File: config.mk
export PLATFORM = sky130hd
export DESIGN_NAME = multichannel_servo_pulse_sequencer_flat
export DESIGN_NICKNAME = d
export VERILOG_FILES = /design/src/rtl/core/svps_pkg.sv /design/src/rtl/core/svps_if.sv /design/src/rtl/core/svps_core.sv /design/src/rtl/core/svps_skid.sv /design/src/rtl/core/multichannel_servo_pulse_sequencer.sv /design/src/flat_wrapper.sv
export SDC_FILE = /design/constraint.sdc
export NUM_CORES = 1
export LEC_CHECK = 0
export CORE_AREA = 2 2 166 127
export DETAILED_ROUTE_END_ITERATION = 10
export DIE_AREA = 0 0 168 129
export DONT_BUFFER_PORTS = 1
export PLACE_DENSITY = 0.83
export SYNTH_ARGS = -nofsm -noshare
export SYNTH_HDL_FRONTEND = slang
export SYNTH_SLANG_ARGS = --single-unit
File: constraint.sdc
create_clock -name i_clk -period 16.7 [get_ports i_clk]
set_input_delay 2.505 -clock i_clk [delete_from_list [all_inputs] [get_ports i_clk]]
set_output_delay 2.505 -clock i_clk [all_outputs]
set_load 0.02 [all_outputs]
File: src/rtl/core/svps_pkg.sv
package svps_pkg;

    localparam int CHANNELS   = 12;
    localparam int CH_W       = 4;
    localparam int DUTY_W     = 8;
    localparam int SLOT_W     = 13;
    localparam int CFG_IDX_W  = 2;
    localparam int CFG_DATA_W = 8;
    localparam int PS_W       = 5;

    localparam logic [DUTY_W-1:0] DUTY0_RESET         = 8'd150;
    localparam logic [7:0]        FRAME_RELOAD_RESET  = 8'd150;
    localparam logic [7:0]        END_RELOAD_RESET    = 8'd250;
    localparam logic [PS_W-1:0]   POSTSCALE_RESET     = 5'd7;
    localparam logic [7:0]        FRAME_DIVIDER_RESET = 8'd16;

    typedef enum logic [CFG_IDX_W-1:0] {
        CFG_FRAME_RELOAD  = 2'd0,
        CFG_END_RELOAD    = 2'd1,
        CFG_POSTSCALE     = 2'd2,
        CFG_FRAME_DIVIDER = 2'd3
    } t_cfg_idx;

    typedef struct packed {
        logic              mode;
        logic [CH_W-1:0]   channel;
        logic [DUTY_W-1:0] duty_value;
    } t_item;

    typedef struct packed {
        logic [CHANNELS-1:0] servo_pins;
        logic                burst_active;
        logic [CH_W-1:0]     slot_index;
    } t_result;

endpackage

File: src/rtl/core/svps_if.sv
interface svps_item_if;
    logic                               valid;
    logic                               ready;
    logic                               mode;
    logic [svps_pkg::CH_W-1:0]          channel;
    logic [svps_pkg::DUTY_W-1:0]        duty_value;

    modport source (output valid, output mode, output channel, output duty_value,
                    input ready);
    modport sink   (input valid, input mode, input channel, input duty_value,
                    output ready);
endinterface

interface svps_result_if;
    logic                               valid;
    logic                               ready;
    logic [svps_pkg::CHANNELS-1:0]      servo_pins;
    logic                               burst_active;
    logic [svps_pkg::CH_W-1:0]          slot_index;

    modport source (output valid, output servo_pins, output burst_active,
                    output slot_index, input ready);
    modport sink   (input valid, input servo_pins, input burst_active,
                    input slot_index, output ready);
endinterface

File: src/rtl/core/svps_core.sv
module svps_core (
    input  logic                                i_clk,
    input  logic                                i_rst_n,
    input  logic                                i_cfg_we,
    input  logic [svps_pkg::CFG_IDX_W-1:0]      i_cfg_idx,
    input  logic [svps_pkg::CFG_DATA_W-1:0]     i_cfg_data,
    input  logic                                i_accept,
    input  svps_pkg::t_item                     i_item,
    output svps_pkg::t_result                   o_result
);

    logic [svps_pkg::DUTY_W-1:0] r_duty [svps_pkg::CHANNELS];
    logic [svps_pkg::DUTY_W-1:0] n_duty [svps_pkg::CHANNELS];
    logic [7:0]                  r_frame_count, n_frame_count;
    logic [7:0]                  r_div_count, n_div_count;
    logic [svps_pkg::SLOT_W-1:0] r_slot_count, n_slot_count;
    logic [svps_pkg::DUTY_W-1:0] r_period, n_period;
    logic [svps_pkg::CH_W-1:0]   r_step, n_step;
    logic                        r_armed, n_armed;
    logic [svps_pkg::CHANNELS-1:0] r_pins, n_pins;

    logic [7:0]                  r_frame_reload;
    logic [7:0]                  r_end_reload;
    logic [svps_pkg::PS_W-1:0]   r_postscale;
    logic [7:0]                  r_frame_divider;

    logic [svps_pkg::PS_W-1:0]   w_ps_eff;
    logic [7:0]                  w_div_eff;
    logic [svps_pkg::SLOT_W:0]   w_limit;
    logic [svps_pkg::SLOT_W:0]   w_slot_next;
    logic [8:0]                  w_div_next;
    logic                        w_frame_tick;
    logic                        w_expire;
    logic [svps_pkg::CHANNELS-1:0] w_bit_cur;
    logic [svps_pkg::CHANNELS-1:0] w_bit_prev;

    assign w_ps_eff  = (r_postscale == '0) ? svps_pkg::PS_W'(1) : r_postscale;
    assign w_div_eff = (r_frame_divider == '0) ? 8'd1 : r_frame_divider;
    assign w_limit   = {5'd0, {1'b0, r_period} + 9'd1}
                       * {{(svps_pkg::SLOT_W+1-svps_pkg::PS_W){1'b0}}, w_ps_eff};
    assign w_slot_next  = {1'b0, r_slot_count} + (svps_pkg::SLOT_W+1)'(1);
    assign w_div_next   = {1'b0, r_div_count} + 9'd1;
    assign w_frame_tick = w_div_next >= {1'b0, w_div_eff};
    assign w_expire     = w_slot_next >= w_limit;
    assign w_bit_cur    = svps_pkg::CHANNELS'(1) << r_step;
    assign w_bit_prev   = svps_pkg::CHANNELS'(1) << (r_step - svps_pkg::CH_W'(1));

    always_comb begin
        n_duty        = r_duty;
        n_frame_count = r_frame_count;
        n_div_count   = r_div_count;
        n_slot_count  = r_slot_count;
        n_period      = r_period;
        n_step        = r_step;
        n_armed       = r_armed;
        n_pins        = r_pins;
        if (i_item.mode) begin
            if (i_item.channel < svps_pkg::CH_W'(svps_pkg::CHANNELS)) begin
                n_duty[i_item.channel] = i_item.duty_value;
            end
        end else begin
            if (w_frame_tick) begin
                n_div_count = '0;
                if (r_frame_count == '0) begin
                    n_armed       = 1'b1;
                    n_frame_count = r_frame_reload - 8'd1;
                end else begin
                    n_frame_count = r_frame_count - 8'd1;
                end
            end else begin
                n_div_count = w_div_next[7:0];
            end
            if (w_expire) begin
                n_slot_count = '0;
                if (n_armed) begin
                    if (r_step < svps_pkg::CH_W'(svps_pkg::CHANNELS)) begin
                        if (r_duty[r_step] != '0) begin
                            n_period = r_duty[r_step];
                            n_pins   = n_pins | w_bit_cur;
                        end
                        if (r_step != '0) begin
                            n_pins = n_pins & ~w_bit_prev;
                        end
                        n_step = r_step + svps_pkg::CH_W'(1);
                    end else begin
                        n_pins        = r_pins & ~(svps_pkg::CHANNELS'(1)
                                        << (svps_pkg::CHANNELS - 1));
                        n_step        = '0;
                        n_armed       = 1'b0;
                        n_frame_count = r_end_reload;
                    end
                end
            end else begin
                n_slot_count = w_slot_next[svps_pkg::SLOT_W-1:0];
            end
        end
    end

    assign o_result.servo_pins   = n_pins;
    assign o_result.burst_active = n_armed;
    assign o_result.slot_index   = n_step;

    always_ff @(posedge i_clk) begin
        if (!i_rst_n) begin
            for (int i = 0; i < svps_pkg::CHANNELS; i++) begin
                r_duty[i] <= '0;
            end
            r_duty[0]     <= svps_pkg::DUTY0_RESET;
            r_frame_count <= 8'd1;
            r_div_count   <= '0;
            r_slot_count  <= '0;
            r_period      <= svps_pkg::DUTY_W'(1);
            r_step        <= '0;
            r_armed       <= 1'b0;
            r_pins        <= '0;
        end else if (i_accept) begin
            r_duty        <= n_duty;
            r_frame_count <= n_frame_count;
            r_div_count   <= n_div_count;
            r_slot_count  <= n_slot_count;
            r_period      <= n_period;
            r_step        <= n_step;
            r_armed       <= n_armed;
            r_pins        <= n_pins;
        end
    end

    always_ff @(posedge i_clk) begin
        if (!i_rst_n) begin
            r_frame_reload  <= svps_pkg::FRAME_RELOAD_RESET;
            r_end_reload    <= svps_pkg::END_RELOAD_RESET;
            r_postscale     <= svps_pkg::POSTSCALE_RESET;
            r_frame_divider <= svps_pkg::FRAME_DIVIDER_RESET;
        end else if (i_cfg_we) begin
            case (svps_pkg::t_cfg_idx'(i_cfg_idx))
                svps_pkg::CFG_FRAME_RELOAD:  r_frame_reload  <= i_cfg_data;
                svps_pkg::CFG_END_RELOAD:    r_end_reload    <= i_cfg_data;
                svps_pkg::CFG_POSTSCALE:     r_postscale     <= i_cfg_data[svps_pkg::PS_W-1:0];
                svps_pkg::CFG_FRAME_DIVIDER: r_frame_divider <= i_cfg_data;
                default: ;
            endcase
        end
    end

    a_step_range: assert property (@(posedge i_clk) disable iff (!i_rst_n)
        r_step <= svps_pkg::CH_W'(svps_pkg::CHANNELS))
        else $error("step index beyond end-of-burst step");

    a_pins_idle_low: assert property (@(posedge i_clk) disable iff (!i_rst_n)
        !r_armed |-> (r_pins == '0))
        else $error("pin high outside a burst");

    a_one_pin: assert property (@(posedge i_clk) disable iff (!i_rst_n)
        $onehot0(r_pins))
        else $error("more than one pin high");

    a_burst_end: assert property (@(posedge i_clk) disable iff (!i_rst_n)
        $fell(r_armed) |-> (r_step == '0))
        else $error("burst ended without step reset");

endmodule

File: src/rtl/core/svps_skid.sv
module svps_skid (
    input  logic                i_clk,
    input  logic                i_rst_n,
    input  logic                i_valid,
    output logic                o_ready,
    input  svps_pkg::t_result   i_data,
    output logic                o_valid,
    input  logic                i_ready,
    output svps_pkg::t_result   o_data
);

    logic               r_main_valid, n_main_valid;
    logic               r_skid_valid, n_skid_valid;
    svps_pkg::t_result  r_main, n_main;
    svps_pkg::t_result  r_skid, n_skid;
    logic               w_pop;
    logic               w_push;

    assign o_ready = !r_skid_valid;
    assign o_valid = r_main_valid;
    assign o_data  = r_main;
    assign w_pop   = r_main_valid && i_ready;
    assign w_push  = i_valid && !r_skid_valid;

    always_comb begin
        n_main_valid = r_main_valid;
        n_skid_valid = r_skid_valid;
        n_main       = r_main;
        n_skid       = r_skid;
        if (w_pop) begin
            if (r_skid_valid) begin
                n_main       = r_skid;
                n_skid_valid = 1'b0;
            end else begin
                n_main_valid = w_push;
                n_main       = i_data;
            end
        end else if (w_push) begin
            if (!r_main_valid) begin
                n_main_valid = 1'b1;
                n_main       = i_data;
            end else begin
                n_skid_valid = 1'b1;
                n_skid       = i_data;
            end
        end
    end

    always_ff @(posedge i_clk) begin
        if (!i_rst_n) begin
            r_main_valid <= 1'b0;
            r_skid_valid <= 1'b0;
        end else begin
            r_main_valid <= n_main_valid;
            r_skid_valid <= n_skid_valid;
        end
    end

    always_ff @(posedge i_clk) begin
        r_main <= n_main;
        r_skid <= n_skid;
    end

endmodule

File: src/rtl/core/multichannel_servo_pulse_sequencer.sv
// Twelve-channel servo pulse sequencer. Each input transaction is either one
// time-base tick or a duty write, and each returns one result transaction with
// the pin levels, the burst flag and the next burst step, taken after the
// update. One transaction is accepted every clock cycle while the output buffer
// has room; its result is registered in that buffer. The buffer holds two
// entries, so input keeps flowing into the second entry when the output stalls,
// after which input waits for the sink. Configuration writes take effect on
// the next cycle and belong between transactions only while the block is idle.
module multichannel_servo_pulse_sequencer (
    input  logic                                i_clk,
    input  logic                                i_rst_n,
    input  logic                                i_cfg_we,
    input  logic [svps_pkg::CFG_IDX_W-1:0]      i_cfg_idx,
    input  logic [svps_pkg::CFG_DATA_W-1:0]     i_cfg_data,
    svps_item_if.sink                           i_in_ch,
    svps_result_if.source                       o_out_ch
);

    logic               w_ready;
    logic               w_accept;
    svps_pkg::t_item    w_item;
    svps_pkg::t_result  w_result;
    svps_pkg::t_result  w_out;

    assign i_in_ch.ready     = w_ready;
    assign w_accept          = i_in_ch.valid && w_ready;
    assign w_item.mode       = i_in_ch.mode;
    assign w_item.channel    = i_in_ch.channel;
    assign w_item.duty_value = i_in_ch.duty_value;

    svps_core u_core (
        .i_clk      (i_clk),
        .i_rst_n    (i_rst_n),
        .i_cfg_we   (i_cfg_we),
        .i_cfg_idx  (i_cfg_idx),
        .i_cfg_data (i_cfg_data),
        .i_accept   (w_accept),
        .i_item     (w_item),
        .o_result   (w_result)
    );

    svps_skid u_skid (
        .i_clk   (i_clk),
        .i_rst_n (i_rst_n),
        .i_valid (i_in_ch.valid),
        .o_ready (w_ready),
        .i_data  (w_result),
        .o_valid (o_out_ch.valid),
        .i_ready (o_out_ch.ready),
        .o_data  (w_out)
    );

    assign o_out_ch.servo_pins   = w_out.servo_pins;
    assign o_out_ch.burst_active = w_out.burst_active;
    assign o_out_ch.slot_index   = w_out.slot_index;

endmodule
File: src/flat_wrapper.sv
// flat-port wrapper written by rule: the top's interface ports become plain ports
module multichannel_servo_pulse_sequencer_flat 
  (i_clk, i_rst_n, i_cfg_we, i_cfg_idx, i_cfg_data, i_in_ch_valid, i_in_ch_mode, i_in_ch_channel, i_in_ch_duty_value, i_in_ch_ready, o_out_ch_valid, o_out_ch_servo_pins, o_out_ch_burst_active, o_out_ch_slot_index, o_out_ch_ready);
  svps_item_if i_in_ch_i ();
  svps_result_if o_out_ch_i ();
  input  logic i_clk;
  input  logic i_rst_n;
  input  logic i_cfg_we;
  input  logic [svps_pkg::CFG_IDX_W-1:0] i_cfg_idx;
  input  logic [svps_pkg::CFG_DATA_W-1:0] i_cfg_data;
  input wire logic [$bits(i_in_ch_i.valid)-1:0] i_in_ch_valid;
  input wire logic [$bits(i_in_ch_i.mode)-1:0] i_in_ch_mode;
  input wire logic [$bits(i_in_ch_i.channel)-1:0] i_in_ch_channel;
  input wire logic [$bits(i_in_ch_i.duty_value)-1:0] i_in_ch_duty_value;
  output wire logic [$bits(i_in_ch_i.ready)-1:0] i_in_ch_ready;
  output wire logic [$bits(o_out_ch_i.valid)-1:0] o_out_ch_valid;
  output wire logic [$bits(o_out_ch_i.servo_pins)-1:0] o_out_ch_servo_pins;
  output wire logic [$bits(o_out_ch_i.burst_active)-1:0] o_out_ch_burst_active;
  output wire logic [$bits(o_out_ch_i.slot_index)-1:0] o_out_ch_slot_index;
  input wire logic [$bits(o_out_ch_i.ready)-1:0] o_out_ch_ready;
  assign i_in_ch_i.valid = i_in_ch_valid;
  assign i_in_ch_i.mode = i_in_ch_mode;
  assign i_in_ch_i.channel = i_in_ch_channel;
  assign i_in_ch_i.duty_value = i_in_ch_duty_value;
  assign i_in_ch_ready = i_in_ch_i.ready;
  assign o_out_ch_valid = o_out_ch_i.valid;
  assign o_out_ch_servo_pins = o_out_ch_i.servo_pins;
  assign o_out_ch_burst_active = o_out_ch_i.burst_active;
  assign o_out_ch_slot_index = o_out_ch_i.slot_index;
  assign o_out_ch_i.ready = o_out_ch_ready;
  multichannel_servo_pulse_sequencer u_core (.i_clk(i_clk), .i_rst_n(i_rst_n), .i_cfg_we(i_cfg_we), .i_cfg_idx(i_cfg_idx), .i_cfg_data(i_cfg_data), .i_in_ch(i_in_ch_i), .o_out_ch(o_out_ch_i));
endmodule
==> summary.txt <==
Clock network
  – Later-pin clock latency in the skew report: roughly 0.5 ns
  – Clock tree root buffer cell: clkbuf_16
  – Clock slew seen by the registers of the worst setup and hold paths: ~0.060 ns
  – TritonCTS clock tree: yes
  – Hold Buf Count CTS: 0
  – Resize count post-CTS: 0
  – Sinks on the clock net: 215
  – Number of buffers inserted by post-CTS setup repair: 0
  – Number of buffers on the longest clock path: 3
  – CTS HTree Levels: 1
  – Number of buffers added by the clock tree synthesis step: 23

Power
  – Lkg Pwr: 0.00545 uW
  – Portion of total power attributed to sequential cells: 0.508
  – Switching power summed over all nets: 245 uW
  – Part of the power in combinational logic: 0.040
  – Pwr per Cell Area: 82.6 nW/um^2
  – Cell internal pwr: between 800 and 900 uW
  – Tot Pwr: 1070 uW
  – Clock group share of total power: 0.451
  – Peak ir drop on the vdd network: 86.9 uV
  – Switching fraction of total power: 0.228

Global route
  – Largest net degree at the start of global routing: 88
  – Total overflow reported by the global router: 0
  – Gr usage total: 0.263
  – Initial antenna violation count: 0
  – Via count of the first global-routing pass: between 9000 and 10000
  – First-pass GRT wire length: 47000 um

Drt
  – Number of DRC violations after detailed-routing iteration 0: 891
  – Wirelength, routed: 28400 um
  – Number of nets with antenna violations after detailed routing: 0
  – Per-cell routed wire length: 18.3 um
  – Detailed-route via count: between 9000 and 10000
  – Detailed Routing Iterations Pass 1: 6
  – Count of unresolved DRC violations after routing: 0
  – Detailed-route vias per instance: approximately 6.3

Critical path
  – Class of the most critical setup path: reg -> reg
  – Source of the worst register-to-register timing path: u_core.u_core.r_period[0]
  – Kind of start point of the critical path: flop
  – Kind of end point of the critical path: flop
  – Worst endpoint required time: approximately 17 ns
  – Capture instance of the worst register-to-register path: u_core.u_skid.o_data[0]
  – Data arrival time at the worst-slack endpoint: 7.36 ns
  – Reg2Reg Setup Slack: 9.59 ns
  – Critical Path Fanout Max: 42
  – Cells on worst reg2reg path: 22

Timing
  – Max transition margin: 0.127
  – Max-slew violation total from the final report: 0
  – F_max: 141 MHz
  – Number of failing hold endpoints at the final stage: 0
  – Post-Route Hold Slack: 0.463 ns
  – Maximum clock skew at final layout: 0.0123 ns
  – Number of setup violations in the final report: 0
  – Setup TNS Final: 0 ns
  – Unrepaired setup endpoints after global routing: false
  – Time the final worst path needs with I/O delays and setup: 7.11 ns
  – Final worst path period share: 0.426
  – Transition time of the tightest slew-check pin: ~1.3 ns

Synthesis
  – Ranking of synthesized cells by instance count: dfxtp_1 (181), nor2_1 (154), nand2_1 (148)
  – Post-Syn Instances: 1325
  – Avg Synthesized Cell Area: 9.23 sq um
  – Main synth FF type: dfxtp_1
  – Library cell with the highest instance count after synthesis: dfxtp_1
  – Share of flip-flops with an asynchronous set or reset: 0
  – Seq/Total Area, Yosys: 0.380
  – Synth Warn #: 0
  – Flop and latch count out of synthesis: 215
  – Number of synthesized flops with an enable pin: 34
  – Area of the mapped netlist: 12200 sq um
  – Library cells used by synthesis: 74
  – Leading cell types by total area after synthesis: dfxtp_1 (30%), mux2i_1 (9.1%), edfxtp_1 (8.4%), ha_1 (5.8%), nor2_1 (4.7%)
  – Syn Nets: 1431
  – Dominant cell type by area after synthesis: dfxtp_1
  – Top cell type's share of synthesized area: 0.296

Final layout
  – Share of layout cells above drive strength 1: 0.0788
  – Area taken by multi-input logic gates: just over 7000 sq um
  – Nets: 1385
  – FF+latch area: 4650 sq um
  – Number of filler cells placed in the layout: 1551
  – Layout area overhead: 6.40%
  – Count of antenna diodes in the layout: 0

Hold path
  – Sink of the worst hold path: u_core.u_core.r_end_reload[2]
  – Source of the worst hold timing path: u_core.u_core.r_end_reload[2]
  – Hold Path Stages: 2
  – Class of the tightest hold or removal check: reg -> reg

Die
  – Starting utilization of the core area: 0.612
  – Height of the chip: 129 um
  – X dimension of the die: 168 um
  – Row cnt: between 40 and 50
  – Placeable core region: between 15000 and 20000 sq um
  – Top-level I/O count: 47
  – Area enclosed by the die boundary: 21700 sq um

Placement
  – Half-perimeter wire length after detailed placement: 19500 um
  – Number of buffers inserted by port buffering: 0
  – Gp weighted congestion: 0.860

Run status
  – Outcome: finished, final reports clean

Run
  – Count of max-cap constraint violations: 0
[critical path, stage by stage, from the launching register on]
cell and delay, ns:
dfxtp_1 0.49, ha_1 0.25, xor2_1 0.37, nand2_1 0.13, fa_1 0.47, fa_1 0.52
fa_1 0.55, inv_1 0.04, ha_1 0.32, a21oi_1 0.22, nor2b_1 0.11, nor4_1 0.28
o31ai_1 0.17, o41ai_1 0.35, xor2_1 0.14, ha_1 0.32, nand4_1 0.12, o21bai_1 0.20
o31a_1 0.50, nor3_4 0.22, buf_4 0.39, mux2_2 0.41, mux2_2 0.28
[placed cells by master, fill, tap and decap left out, drive strengths merged, types with 20 or more instances in the layout]
master / instances
inv: 47
clkbuf: 30
fa: 21
a31oi: 26
ha: 57
nor3: 36
a21oi: 61
dfxtp: 181
nor2b: 29
edfxtp: 34
mux4: 24
nand3: 37
nand2: 148
and2: 24
nor2: 154
mux2i: 111
xor2: 20
o21ai: 31
[how the worst max path moves through the flow]
stage,startpoint,to,cells after the start
after floorplan,u_core.u_core.r_period[0],u_core.u_skid.o_data[0],23
after global placement,u_core.u_core.r_period[0],u_core.u_skid.o_data[2],23
after detailed placement,u_core.u_core.r_period[0],u_core.u_skid.o_data[0],23
after CTS,u_core.u_core.r_period[0],u_core.u_skid.o_data[0],24
after global routing,u_core.u_core.r_period[0],u_core.u_skid.o_data[0],25
final,u_core.u_core.r_period[0],u_core.u_skid.o_data[0],22
[metrics by stage]
stage	std cells	util	area, sq um	setup slack [ns]
floorplan	1325	-	12200	10.64
global placement	1512	0.615	12300	10.02
detailed placement	1512	0.615	12300	9.71
CTS	1553	0.651	13000	9.63
global route	1553	0.651	13000	9.05
finish	1553	0.651	13000	9.59
[cells by family (layout without fill, tap and decap cells)]
| family | Yosys count | after routing | share of synthesized area |
|---|---|---|---|
| and+or+nand+nor | 511 | 511 | 0.201 |
| adders and majority gates | 78 | 78 | 0.0927 |
| xor gates and xnor gates | 32 | 32 | 0.0229 |
| buffers and inverters | 129 | 99 | 0.0429 |
| DFF | 215 | 215 | 0.380 |
| muxes | 141 | 141 | 0.141 |
| AOI/OAI and AO/OA | 219 | 219 | 0.120 |
[final cells by class]
class | count | area share
Timing Repair Buffer | 12 | 0.00693
Sequential cell | 215 | 0.357
Clock inverter | 11 | 0.00731
Inverter | 46 | 0.0135
Tap cell | 258 | 0.0248
Clock buffer | 30 | 0.0478
Multi-Input combinational cell | 981 | 0.542
[power by group through the flow]
| stage | Clock [uW] | Sequential [uW] | Combinational [uW] |
|---|---|---|---|
| 3_3_place_gp | 0 | 557 | 41.1 |
| 5_1_grt | 513 | 547 | 47.5 |
| 3_5_place_dp | 0 | 558 | 42.4 |
| 4_1_cts | 490 | 546 | 42.6 |
| 6_report | 485 | 546 | 43.1 |
| 2_1_floorplan | 0 | 555 | 37.2 |
[state kept, by name, indices dropped and copies added (netlist names), 5 cells and up]
| signal | count |
|---|---|
| u_core.u_core.r_div_count | 8 |
| u_core.u_core.r_period | 8 |
| u_core.u_core.r_frame_reload | 8 |
| u_core.u_skid.o_data | 17 |
| u_core.u_core.r_postscale | 5 |
| u_core.u_core.r_duty | 96 |
| u_core.u_core.r_end_reload | 8 |
| u_core.u_core.r_slot_count | 13 |
| u_core.u_skid.r_skid | 17 |
| u_core.u_core.r_frame_divider | 8 |
| u_core.u_core.r_frame_count | 8 |
| u_core.u_core.r_pins | 12 |
[metal layers]
metal | track usage | routed length, um
met1 | 0.392 | 13600
met2 | 0.404 | 12200
met3 | 0.0369 | 1850
met4 | 0.0675 | 676
met5 | 0 | 0
No activity file was read; power rests on OpenSTA's default activity.
